<file path="src/hw/rtl/fscp_pkg.sv">
// ----------------------------------------------------------------------------
// fscp_pkg: shared types, constants and helpers for the four-star pose block
// Holds the CORDIC angle table, fixed-point constants and small helpers.
// ----------------------------------------------------------------------------
package fscp_pkg;

    localparam int COORD_BITS_DEF = 10;
    localparam int CFG_BITS       = 14;
    localparam int POS_BITS       = 17;
    localparam int HEAD_BITS      = 16;
    localparam int ANG_BITS       = 20;    // radians Q16, covers +/- 2*pi
    localparam int CORDIC_STEPS   = 16;
    localparam int CS_BITS        = 16;    // sin/cos Q14 with headroom

    localparam logic signed [ANG_BITS-1:0] PI_Q16      = 20'sd205888;
    localparam logic signed [ANG_BITS-1:0] HALF_PI_Q16 = 20'sd102944;
    localparam logic signed [CS_BITS-1:0]  GAIN_Q14    = 16'sd9949;

    localparam logic signed [47:0] WORLD_X_Q4 = 48'sd8184;
    localparam logic signed [47:0] WORLD_Y_Q4 = 48'sd6136;
    localparam logic signed [47:0] MIRROR_Q4  = 48'sd16352;
    localparam logic signed [47:0] POS_MIN    = -48'sd65536;
    localparam logic signed [47:0] POS_MAX    = 48'sd65535;
    localparam logic signed [47:0] HEAD_MIN   = -48'sd6434;
    localparam logic signed [47:0] HEAD_MAX   = 48'sd19302;

    typedef enum logic [0:0] {
        CFG_CENTER_X = 1'b0,
        CFG_CENTER_Y = 1'b1
    } cfg_idx_t;

    function automatic logic signed [ANG_BITS-1:0] atan_q16(input int unsigned i);
        logic signed [ANG_BITS-1:0] r;
        r = '0;
        unique case (i)
            0:  r = 20'sd51472;
            1:  r = 20'sd30386;
            2:  r = 20'sd16055;
            3:  r = 20'sd8150;
            4:  r = 20'sd4091;
            5:  r = 20'sd2047;
            6:  r = 20'sd1024;
            7:  r = 20'sd512;
            8:  r = 20'sd256;
            9:  r = 20'sd128;
            10: r = 20'sd64;
            11: r = 20'sd32;
            12: r = 20'sd16;
            13: r = 20'sd8;
            14: r = 20'sd4;
            15: r = 20'sd2;
            default: r = '0;
        endcase
        return r;
    endfunction

    function automatic logic [1:0] pair_a(input logic [2:0] p);
        logic [1:0] r;
        r = 2'd0;
        unique case (p)
            3'd0, 3'd1, 3'd2: r = 2'd0;
            3'd3, 3'd4:       r = 2'd1;
            3'd5:             r = 2'd2;
            default:          r = 2'd0;
        endcase
        return r;
    endfunction

    function automatic logic [1:0] pair_b(input logic [2:0] p);
        logic [1:0] r;
        r = 2'd1;
        unique case (p)
            3'd0:       r = 2'd1;
            3'd1, 3'd3: r = 2'd2;
            3'd2, 3'd4, 3'd5: r = 2'd3;
            default:    r = 2'd1;
        endcase
        return r;
    endfunction

    function automatic logic signed [47:0] clamp48(input logic signed [47:0] v,
                                                   input logic signed [47:0] lo,
                                                   input logic signed [47:0] hi);
        logic signed [47:0] r;
        r = v;
        if (v < lo) r = lo;
        else if (v > hi) r = hi;
        return r;
    endfunction

endpackage

</file>
<file path="src/hw/rtl/fscp_dist_lane.sv">
// ----------------------------------------------------------------------------
// fscp_dist_lane: one pair-distance lane
// Forms the squared distance between two blobs, registered.
// ----------------------------------------------------------------------------
module fscp_dist_lane #(
    parameter int COORD_BITS = fscp_pkg::COORD_BITS_DEF
) (
    input  logic                      clk,
    input  logic                      en,
    input  logic [COORD_BITS-1:0]     ax,
    input  logic [COORD_BITS-1:0]     ay,
    input  logic [COORD_BITS-1:0]     bx,
    input  logic [COORD_BITS-1:0]     by,
    output logic [2*COORD_BITS+1:0]   dsq
);
    import fscp_pkg::*;

    logic signed [COORD_BITS:0]     dx;
    logic signed [COORD_BITS:0]     dy;
    logic signed [2*COORD_BITS+1:0] dxw;
    logic signed [2*COORD_BITS+1:0] dyw;
    logic [2*COORD_BITS+1:0]        dist_reg;
    logic [2*COORD_BITS+1:0]        dist_next;

    always_comb
    begin
        dx = $signed({1'b0, bx}) - $signed({1'b0, ax});
        dy = $signed({1'b0, by}) - $signed({1'b0, ay});
        // widen before squaring so the products keep every bit
        dxw = (2*COORD_BITS+2)'(dx);
        dyw = (2*COORD_BITS+2)'(dy);
        dist_next = unsigned'(dxw * dxw) + unsigned'(dyw * dyw);
    end

    always_ff @(posedge clk)
    begin
        if (en)
        begin
            dist_reg <= dist_next;
        end
    end

    assign dsq = dist_reg;
endmodule

</file>
<file path="config.mk">
export PLATFORM = sky130hd
export DESIGN_NAME = fscp_dist_lane
export DESIGN_NICKNAME = d
export VERILOG_FILES = /design/src/hw/rtl/fscp_pkg.sv /design/src/hw/rtl/fscp_dist_lane.sv
export SDC_FILE = /design/constraint.sdc
export NUM_CORES = 1
export LEC_CHECK = 0
export BUFFER_PORTS_ARGS = -buffer_cell sky130_fd_sc_hd__buf_2
export CAP_MARGIN = 0
export CORE_UTILIZATION = 45
export CTS_CLUSTER_DIAMETER = 200
export DETAILED_ROUTE_END_ITERATION = 8
export HOLD_SLACK_MARGIN = 0.06
export PLACE_DENSITY = 0.66
export RECOVER_POWER = 100
export SLEW_MARGIN = 20
export SYNTH_ARGS = -nofsm -noshare
export SYNTH_HDL_FRONTEND = slang
export SYNTH_SLANG_ARGS = --single-unit
</file>
<file path="constraint.sdc">
create_clock -name clk -period 10.3 [get_ports clk]
set_input_delay 1.545 -clock clk [delete_from_list [all_inputs] [get_ports clk]]
set_output_delay 1.545 -clock clk [all_outputs]
set_load 0.02 [all_outputs]
</file>
==> flow_metrics.py <==
metrics = {
    "timing": {
        "finalSetupViolCount": 0,
        "setup-tns-final_ps": 0,
        "max_clock_freq_ghz": 0.106,
        "slew_headroom_pct": 19.5,
        "rsz0062_at_grt": "no",
        "fin_crit_ps": 9440,
        "worst_pin_slew_ps": 1210,
        "hold_viol": 0,
        "drv_slew": 0,
        "fin_ws_ps": 860,
        "fin_crit_sh_pct": 91.6,
    },
    "logic_synthesis": {
        "syn-cell-area_um2": 10200,
        "yosys.area_share.simple_pct": 9.34,
        "syn_avg_cell_area_um2": 9.54,
        "synth_compound_area_share_pct": 7.98,
        "postSynth.asyncResetShare_pct": 0,
        "synth_mux_area_share_pct": 0.0983,
        "synth.most_common_cell": "inv_1",
        "synthAdderAreaFrac_pct": 59.4,
        "synth_top_cell_by_area": "fa_1",
        "synth_cells": 1068,
        "synth_top_family_by_area": "adder cells",
        "ys_warn_count": 0,
        "synth-xor-area-share_pct": 4.18,
        "synth_seq_area_share_pct": 6.49,
        "ys_seq_elements": 22,
        "syn-num-nets": 1451,
        "yosys_most_used_dff": "edfxtp_1",
        "synth_common_cells": "316 x inv_1, 237 x fa_1, 104 x ha_1",
        "ys_types": 62,
        "synth_top_area_share_pct": 46.6,
        "synth_edf_count": 22,
        "synthTopCellsByArea": "fa_1 47%, ha_1 13%, inv_1 12%",
    },
    "final_layout": {
        "drive_gt1_share_pct": 6.73,
        "fin_nets": 1514,
        "layout-area-overhead-vs-synth_pct": 7.24,
        "largest_reg_flops": 22,
        "n_antenna_cell": 0,
        "post-route-util_pct": 49.6,
        "fillers": 2092,
        "ff_latch_area_um2": 661,
        "multi_input_area_um2": 8230,
    },
    "clock_tree": {
        "cts_buffer_depth": 2,
        "htreeDepth": 1,
        "clkTransAtPathRegs_ps": 60,
        "cts-buffers-inserted": 3,
        "cts.sinks": 22,
        "cts-root-buf": "clkbuf_16",
        "cts_tree": "built",
        "holdBufCountCts": 0,
        "postCtsSetupRepairBufs": 0,
        "cts_resized": 0,
    },
    "floorplan": {
        "die_h_um": 152,
        "io_pins": 64,
        "initial_utilization_pct": 46.2,
        "rows": 54,
        "die_area_um2": 23200,
        "core_um2": 22000,
        "die_x_um": 152,
    },
    "setup_path": {
        "slowest_delay_ps": 720,
        "crit_arrival_ps": 9450,
        "cp.required_ps": 10310,
        "start_kind": "input pin",
        "end_kind": "flip-flop",
        "crit_top_cell": "fa_1",
        "critPathSlowestCell": "xor2_1",
        "path_class": "in -> reg",
        "worstPathMaxFanout": 8,
    },
    "global_routing": {
        "globalRouteTotalUtil_pct": 19.9,
        "grt_pass1_vias": 7579,
        "grt_max_degree": 23,
        "antenna_found_initial": 0,
        "gr-total-overflow": 0,
        "grt_pass1_wl_um": 36800,
    },
    "placement": {
        "gp_congestion": 0.842,
        "io_buffers": 63,
        "pre_cts_ws_ps": 781,
        "dpl.hpwl_um": 19000,
    },
    "routing": {
        "route.detailed.drc": 1,
        "ant_nets": 0,
        "first_pass_iters": 9,
        "dr_total_vias": 7079,
        "drt-total-wl_um": 21100,
        "routed_via_density": 5.02,
        "routedWlPerCell_um": 15.0,
        "drtIter0Drc": 360,
    },
    "min_path": {
        "hp-class": "in -> reg",
        "holdCritStartpoint": "en",
        "min_to": "dsq[21]$_DFFE_PP_",
        "hold_depth": 1,
    },
    "flow_run": {
        "max_cap_viol_count": 0,
    },
    "run_status": {
        "run_status": "complete, but fails checks",
        "violations": "DRC",
    },
}
[critical path, delay by kind of cell]
kind,cells,cell delay (ps)
xor gates and xnor gates,2,780
adders and majority gates,10,4020
AOI/OAI and AO/OA,9,2140
buffers and inverters,8,680
and+or+nand+nor,1,280
[worst max path at each step]
stage,startpoint,endpoint,cells after the start
CTS,by[0],dsq[21]$_DFFE_PP_,31
global placement,bx[0],dsq[21]$_DFFE_PP_,29
global route,by[0],dsq[21]$_DFFE_PP_,30
finish,by[0],dsq[21]$_DFFE_PP_,30
detailed placement,by[0],dsq[21]$_DFFE_PP_,31
floorplan,by[0],dsq[21]$_DFFE_PP_,29
[cell type report]
type / instances / share of cell area [%]
Clock buffer: 3 / 0.687
Clock inverter: 1 / 0.275
Inverter: 323 / 11.1
Multi-Input combinational cell: 708 / 75.3
Sequential cell: 22 / 6.05
Tap cell: 280 / 3.21
Timing Repair Buffer: 73 / 3.31
[per-layer routing]
layer / vias to the layer above / routed length [um] / track usage, %
met1: 3580 / 8810 / 25.3
met2: 117 / 11300 / 36.5
met4: 0 / 455 / 4.09
met5: - / 0 / 0
li1: 3352 / - / -
met3: 30 / 559 / 2.19
[cells in the final DEF (no fill, tap or decap), types with 3 or more instances in the layout]
cell       synthesis  routed
nand3_1            9       9
inv_1            316     316
nor3_1            21      21
xnor2_1           37      37
nor4_1             6       6
xor2_1             6       7
and2_1            14      11
o21a_1             7       7
fa_1             237     237
o21bai_1           3       3
nand2_1           68      68
and2_0             0       3
a31oi_1            8       8
o31ai_1            5       5
o21ai_0           19      19
clkbuf_16          0       3
nor2b_1            7       7
buf_4              1      10
inv_2              6       6
a211oi_1           3       3
nor2_1            64      64
edfxtp_1          22      22
or3_1              3       3
a21oi_1           20      22
and3_1             3       3
nand2b_1           4       4
clkbuf_1          10      23
buf_2              4      40
ha_1             104     104
a21o_1            14      14
[metrics by stage]
| step | std cells | hold WS, ps | area, um2 |
|---|---|---|---|
| 2_1_floorplan | 1068 | 1660 | 10200 |
| 3_3_place_gp | 1406 | 1990 | 10900 |
| 3_5_place_dp | 1406 | 1990 | 10900 |
| 4_1_cts | 1410 | 1790 | 11000 |
| 5_1_grt | 1410 | 2170 | 10900 |
| 6_report | 1410 | 2090 | 10900 |
[cell families (layout without fill, tap and decap cells)]
kind of cell,count (synthesis),after routing
adders and majority gates,341,341
buffers and inverters,338,400
and+or+nand+nor,208,208
AOI/OAI and AO/OA,112,112
xor gates and xnor gates,46,46
DFF,22,22
muxes,1,1
Power is not shown: default switching activity piles up to over one toggle a cycle in this logic, so the estimate is an artifact.
