<file path="src/hw/rtl/fscp_pkg.sv">
// ----------------------------------------------------------------------------
// fscp_pkg: shared types, constants and helpers for the four-star pose block
// Holds the CORDIC angle table, fixed-point constants and small helpers.
// ----------------------------------------------------------------------------
package fscp_pkg;

    localparam int COORD_BITS_DEF = 10;
    localparam int CFG_BITS       = 14;
    localparam int POS_BITS       = 17;
    localparam int HEAD_BITS      = 16;
    localparam int ANG_BITS       = 20;    // radians Q16, covers +/- 2*pi
    localparam int CORDIC_STEPS   = 16;
    localparam int CS_BITS        = 16;    // sin/cos Q14 with headroom

    localparam logic signed [ANG_BITS-1:0] PI_Q16      = 20'sd205888;
    localparam logic signed [ANG_BITS-1:0] HALF_PI_Q16 = 20'sd102944;
    localparam logic signed [CS_BITS-1:0]  GAIN_Q14    = 16'sd9949;

    localparam logic signed [47:0] WORLD_X_Q4 = 48'sd8184;
    localparam logic signed [47:0] WORLD_Y_Q4 = 48'sd6136;
    localparam logic signed [47:0] MIRROR_Q4  = 48'sd16352;
    localparam logic signed [47:0] POS_MIN    = -48'sd65536;
    localparam logic signed [47:0] POS_MAX    = 48'sd65535;
    localparam logic signed [47:0] HEAD_MIN   = -48'sd6434;
    localparam logic signed [47:0] HEAD_MAX   = 48'sd19302;

    typedef enum logic [0:0] {
        CFG_CENTER_X = 1'b0,
        CFG_CENTER_Y = 1'b1
    } cfg_idx_t;

    function automatic logic signed [ANG_BITS-1:0] atan_q16(input int unsigned i);
        logic signed [ANG_BITS-1:0] r;
        r = '0;
        unique case (i)
            0:  r = 20'sd51472;
            1:  r = 20'sd30386;
            2:  r = 20'sd16055;
            3:  r = 20'sd8150;
            4:  r = 20'sd4091;
            5:  r = 20'sd2047;
            6:  r = 20'sd1024;
            7:  r = 20'sd512;
            8:  r = 20'sd256;
            9:  r = 20'sd128;
            10: r = 20'sd64;
            11: r = 20'sd32;
            12: r = 20'sd16;
            13: r = 20'sd8;
            14: r = 20'sd4;
            15: r = 20'sd2;
            default: r = '0;
        endcase
        return r;
    endfunction

    function automatic logic [1:0] pair_a(input logic [2:0] p);
        logic [1:0] r;
        r = 2'd0;
        unique case (p)
            3'd0, 3'd1, 3'd2: r = 2'd0;
            3'd3, 3'd4:       r = 2'd1;
            3'd5:             r = 2'd2;
            default:          r = 2'd0;
        endcase
        return r;
    endfunction

    function automatic logic [1:0] pair_b(input logic [2:0] p);
        logic [1:0] r;
        r = 2'd1;
        unique case (p)
            3'd0:       r = 2'd1;
            3'd1, 3'd3: r = 2'd2;
            3'd2, 3'd4, 3'd5: r = 2'd3;
            default:    r = 2'd1;
        endcase
        return r;
    endfunction

    function automatic logic signed [47:0] clamp48(input logic signed [47:0] v,
                                                   input logic signed [47:0] lo,
                                                   input logic signed [47:0] hi);
        logic signed [47:0] r;
        r = v;
        if (v < lo) r = lo;
        else if (v > hi) r = hi;
        return r;
    endfunction

endpackage

</file>
<file path="src/hw/rtl/fscp_cordic_stage.sv">
// ----------------------------------------------------------------------------
// fscp_cordic_stage: one CORDIC micro-rotation
// Vectoring step (drive y toward zero) or rotation step (drive angle to zero).
// ----------------------------------------------------------------------------
module fscp_cordic_stage #(
    parameter int W     = 32,
    parameter int STEP  = 0,
    parameter bit VECT  = 1'b1
) (
    input  logic signed [W-1:0]                  x_in,
    input  logic signed [W-1:0]                  y_in,
    input  logic signed [fscp_pkg::ANG_BITS-1:0] z_in,
    output logic signed [W-1:0]                  x_out,
    output logic signed [W-1:0]                  y_out,
    output logic signed [fscp_pkg::ANG_BITS-1:0] z_out
);
    import fscp_pkg::*;

    logic signed [W-1:0] xs;
    logic signed [W-1:0] ys;
    logic                up;

    always_comb
    begin
        xs = x_in >>> STEP;
        ys = y_in >>> STEP;
        // vectoring rotates clockwise while y is positive
        up = VECT ? (y_in > 0) : (z_in < 0);
        if (VECT ? up : !up)
        begin
            x_out = VECT ? x_in + ys : x_in - ys;
            y_out = VECT ? y_in - xs : y_in + xs;
            z_out = VECT ? z_in + atan_q16(STEP) : z_in - atan_q16(STEP);
        end
        else
        begin
            x_out = VECT ? x_in - ys : x_in + ys;
            y_out = VECT ? y_in + xs : y_in - xs;
            z_out = VECT ? z_in - atan_q16(STEP) : z_in + atan_q16(STEP);
        end
    end
endmodule

</file>
<file path="config.mk">
export PLATFORM = sky130hd
export DESIGN_NAME = fscp_cordic_stage
export DESIGN_NICKNAME = d
export VERILOG_FILES = /design/src/hw/rtl/fscp_pkg.sv /design/src/hw/rtl/fscp_cordic_stage.sv
export SDC_FILE = /design/constraint.sdc
export NUM_CORES = 1
export LEC_CHECK = 0
export ABC_AREA = 0
export BUFFER_PORTS_ARGS = -buffer_cell sky130_fd_sc_hd__buf_2
export CAP_MARGIN = 25
export CELL_PAD_IN_SITES_DETAIL_PLACEMENT = 0
export CELL_PAD_IN_SITES_GLOBAL_PLACEMENT = 1
export CORE_UTILIZATION = 25
export DETAILED_ROUTE_END_ITERATION = 10
export PLACE_DENSITY_LB_ADDON = 0.1
export SETUP_SLACK_MARGIN = 0.02
export SYNTH_ARGS = -nofsm -noshare
export SYNTH_HDL_FRONTEND = slang
export SYNTH_SLANG_ARGS = --single-unit
</file>
<file path="constraint.sdc">
create_clock -name vclk -period 10
set_input_delay 3 -clock vclk [all_inputs]
set_output_delay 3 -clock vclk [all_outputs]
set_load 0.05 [all_outputs]
</file>
==> results.py <==
metrics = {
    "detailed_routing": {
        "drt-total-wl_um": 26100,
        "ant_nets": 0,
        "drc_errors": 0,
        "vias_per_cell": 5.09,
        "vias": 7076,
        "wl_per_cell_um": 18.7,
        "drt-pass1-iter-count": 8,
        "drtIter0Drc": 397,
    },
    "logic_synthesis": {
        "yosysTopAreaCell": "ha_1",
        "yosys-top-cells-count": "ha_1 (107), a21oi_1 (106), inv_1 (99), nor2_1 (77), o21ai_0 (63)",
        "syn_inst": 939,
        "syn_nets": 1134,
        "synth_cell_type_count": 75,
        "synth_top_area_share": 0.215,
        "synth.most_common_cell": "ha_1",
        "yosysSeqAreaShare": 0,
        "ys_warn_count": 0,
        "syn_avg_cell_area_um2": 6.65,
        "syn_area_um2": 6240,
        "ys_top_cells_by_area": "ha_1 (21%), xnor2_1 (8.7%), a21oi_1 (8.5%), inv_1 (6.0%), o21ai_0 (5.1%)",
    },
    "power_and_ir_drop": {
        "intPower_w": 0.000217,
        "irDropWorstVdd_v": 0.0000584,
        "power_frac_clock": 0,
        "p_seq_frac": 0,
        "p_leak_nw": 3.47,
        "comb_power_share": 1.000,
        "p_per_area_nw_per_um2": 107,
        "p_switching_w": 0.000566,
        "switching_share": 0.723,
    },
    "die": {
        "die_w_um": 160,
        "dieArea_um2": 25600,
        "initial_utilization": 0.256,
        "die_h_um": 160,
        "floorplan.io_pins": 168,
        "placementRows": 57,
        "core_area_um2": 24400,
    },
    "global_routing": {
        "grt_use_total": 0.197,
        "antenna_found_initial": 0,
        "grt_pass1_vias": 7112,
        "grt_pass1_wl_um": 40800,
        "grt_max_degree": 54,
        "grt_overflow": 0,
    },
    "sta": {
        "fin_crit_ns": 9.58,
        "fmax_mhz": 104,
        "fin_tns_setup_ns": 0,
        "setup_viol": 0,
        "relSlewSlack": 0.548,
        "drv_slew": 0,
        "grt_setup_unrepaired": "no",
        "hold_viol": 0,
        "tightestPinTransition_ns": 0.670,
        "period_share": 0.958,
        "setup_ws_ns": 0.422,
    },
    "setup_path": {
        "arrival_ns": 6.58,
        "required_ns": 7.00,
        "end_kind": "output pin",
        "critPathKind": "in2out",
        "critPathMaxFanout": 15,
        "start_kind": "input port",
    },
    "placement": {
        "place_area_um2": 7320,
        "gp_congestion": 0.821,
        "dp_hpwl_um": 22000,
        "dpl_worst_slack_ns": 0.395,
        "io_buffers": 160,
    },
    "clocking": {
        "post_cts_buffers": 0,
        "hold_buffers": 0,
        "cts_resized": 0,
    },
    "worst_hold_path": {
        "holdCritPathClass": "in2out",
        "worstHoldStart": "z_in[2]",
        "worstHoldPathCells": 0,
        "holdPathEnd": "z_out[2]",
    },
    "layout": {
        "final_util": 0.300,
        "final_cell_area_um2": 7320,
        "nets": 1264,
        "fillers": 2813,
        "multi_input_area_um2": 5600,
        "syn_to_final_growth_pct": 17.3,
        "drive_above_1_share": 0.200,
        "diodes": 0,
        "seq_cell_count": 0,
        "regArea_um2": 0,
        "clock_buffer_count": 0,
    },
    "status": {
        "status": "finished clean",
    },
    "run": {
        "max-cap-violations": 0,
    },
}
-- power by group through the flow --
| stage | combinational, W | clock, W | sequential [W] |
|---|---|---|---|
| after floorplan | 0.000586 | 0 | 0 |
| after global placement | 0.000788 | 0 | 0 |
| after detailed placement | 0.000783 | 0 | 0 |
| after CTS | 0.000786 | 0 | 0 |
| after global routing | 0.000838 | 0 | 0 |
| final | 0.000782 | 0 | 0 |
-- kinds of logic (layout without fill, tap and decap cells) --
family / Yosys count / after routing / synth area share
XOR/XNOR: 72 / 72 / 0.101
AO/OA/AOI/OAI: 334 / 334 / 0.347
AND/OR/NAND/NOR: 256 / 256 / 0.202
multiplexers: 12 / 12 / 0.0192
adder cells (fa/ha/maj): 111 / 111 / 0.227
buffers and inverters: 154 / 282 / 0.103
-- worst max-delay path, cell delays in order --
cell	delay [ns]
buf_2	0.13
nor4_1	0.60
nand4_1	0.17
nor2_1	0.18
or2_2	0.15
buf_4	0.21
ha_1	0.30
nor2b_1	0.14
o21ai_0	0.20
a21boi_1	0.14
o211ai_1	0.24
a21oi_1	0.13
nor3_1	0.27
o41ai_1	0.12
a21oi_1	0.18
xnor2_1	0.13
buf_2	0.28
-- layout make-up --
cell class                      instances  area share
Tap cell                              324      0.0554
Multi-Input combinational cell        785       0.765
Timing Repair Buffer                  175       0.125
Inverter                              107      0.0549
-- metrics by stage --
stage | power [W] | hold slack, ns | cells
after detailed placement | 0.000783 | 6.00 | 1391
after CTS | 0.000786 | 6.00 | 1391
final | 0.000782 | 6.00 | 1391
after global placement | 0.000788 | 6.00 | 1391
after global routing | 0.000838 | 6.00 | 1391
after floorplan | 0.000586 | 6.17 | 939
-- per-layer routing --
| layer | vias up | share of wire | global-route usage |
|---|---|---|---|
| li1 | 3574 | - | - |
| met1 | 3292 | 0.48 | 0.275 |
| met2 | 198 | 0.46 | 0.339 |
| met3 | 12 | 0.046 | 0.0187 |
| met4 | 0 | 0.0084 | 0.0152 |
| met5 | - | 0 | 0 |
-- how the worst max path moves through the flow --
stage	startpoint	end	slack, ns	cells after the start
after global placement	y_in[18]	z_out[18]	0.33	17
after CTS	y_in[6]	z_out[18]	0.39	17
final	y_in[6]	z_out[18]	0.42	17
after floorplan	y_in[6]	z_out[18]	0.38	18
after global routing	y_in[6]	z_out[18]	0.09	17
after detailed placement	y_in[6]	z_out[18]	0.39	17
-- layout by cell type (no fill, tap or decap), types with 6 or more instances in the layout --
master / count
nor3_1: 24
or3_1: 10
inv_2: 8
o21ai_0: 63
a21o_1: 22
o31ai_1: 9
o21a_1: 13
nand2b_1: 10
nor2b_1: 9
inv_1: 98
o211ai_1: 6
nor4_1: 12
buf_4: 15
a21oi_1: 106
a31oi_1: 13
xor2_1: 10
xnor2_1: 62
nand2_1: 55
o21ai_1: 21
nor2_1: 77
nand3_1: 22
ha_1: 107
o21bai_1: 20
buf_2: 160
a211oi_1: 10
nand4_1: 10
mux2i_1: 12
Note: power is estimated with default switching activity, not from simulation.
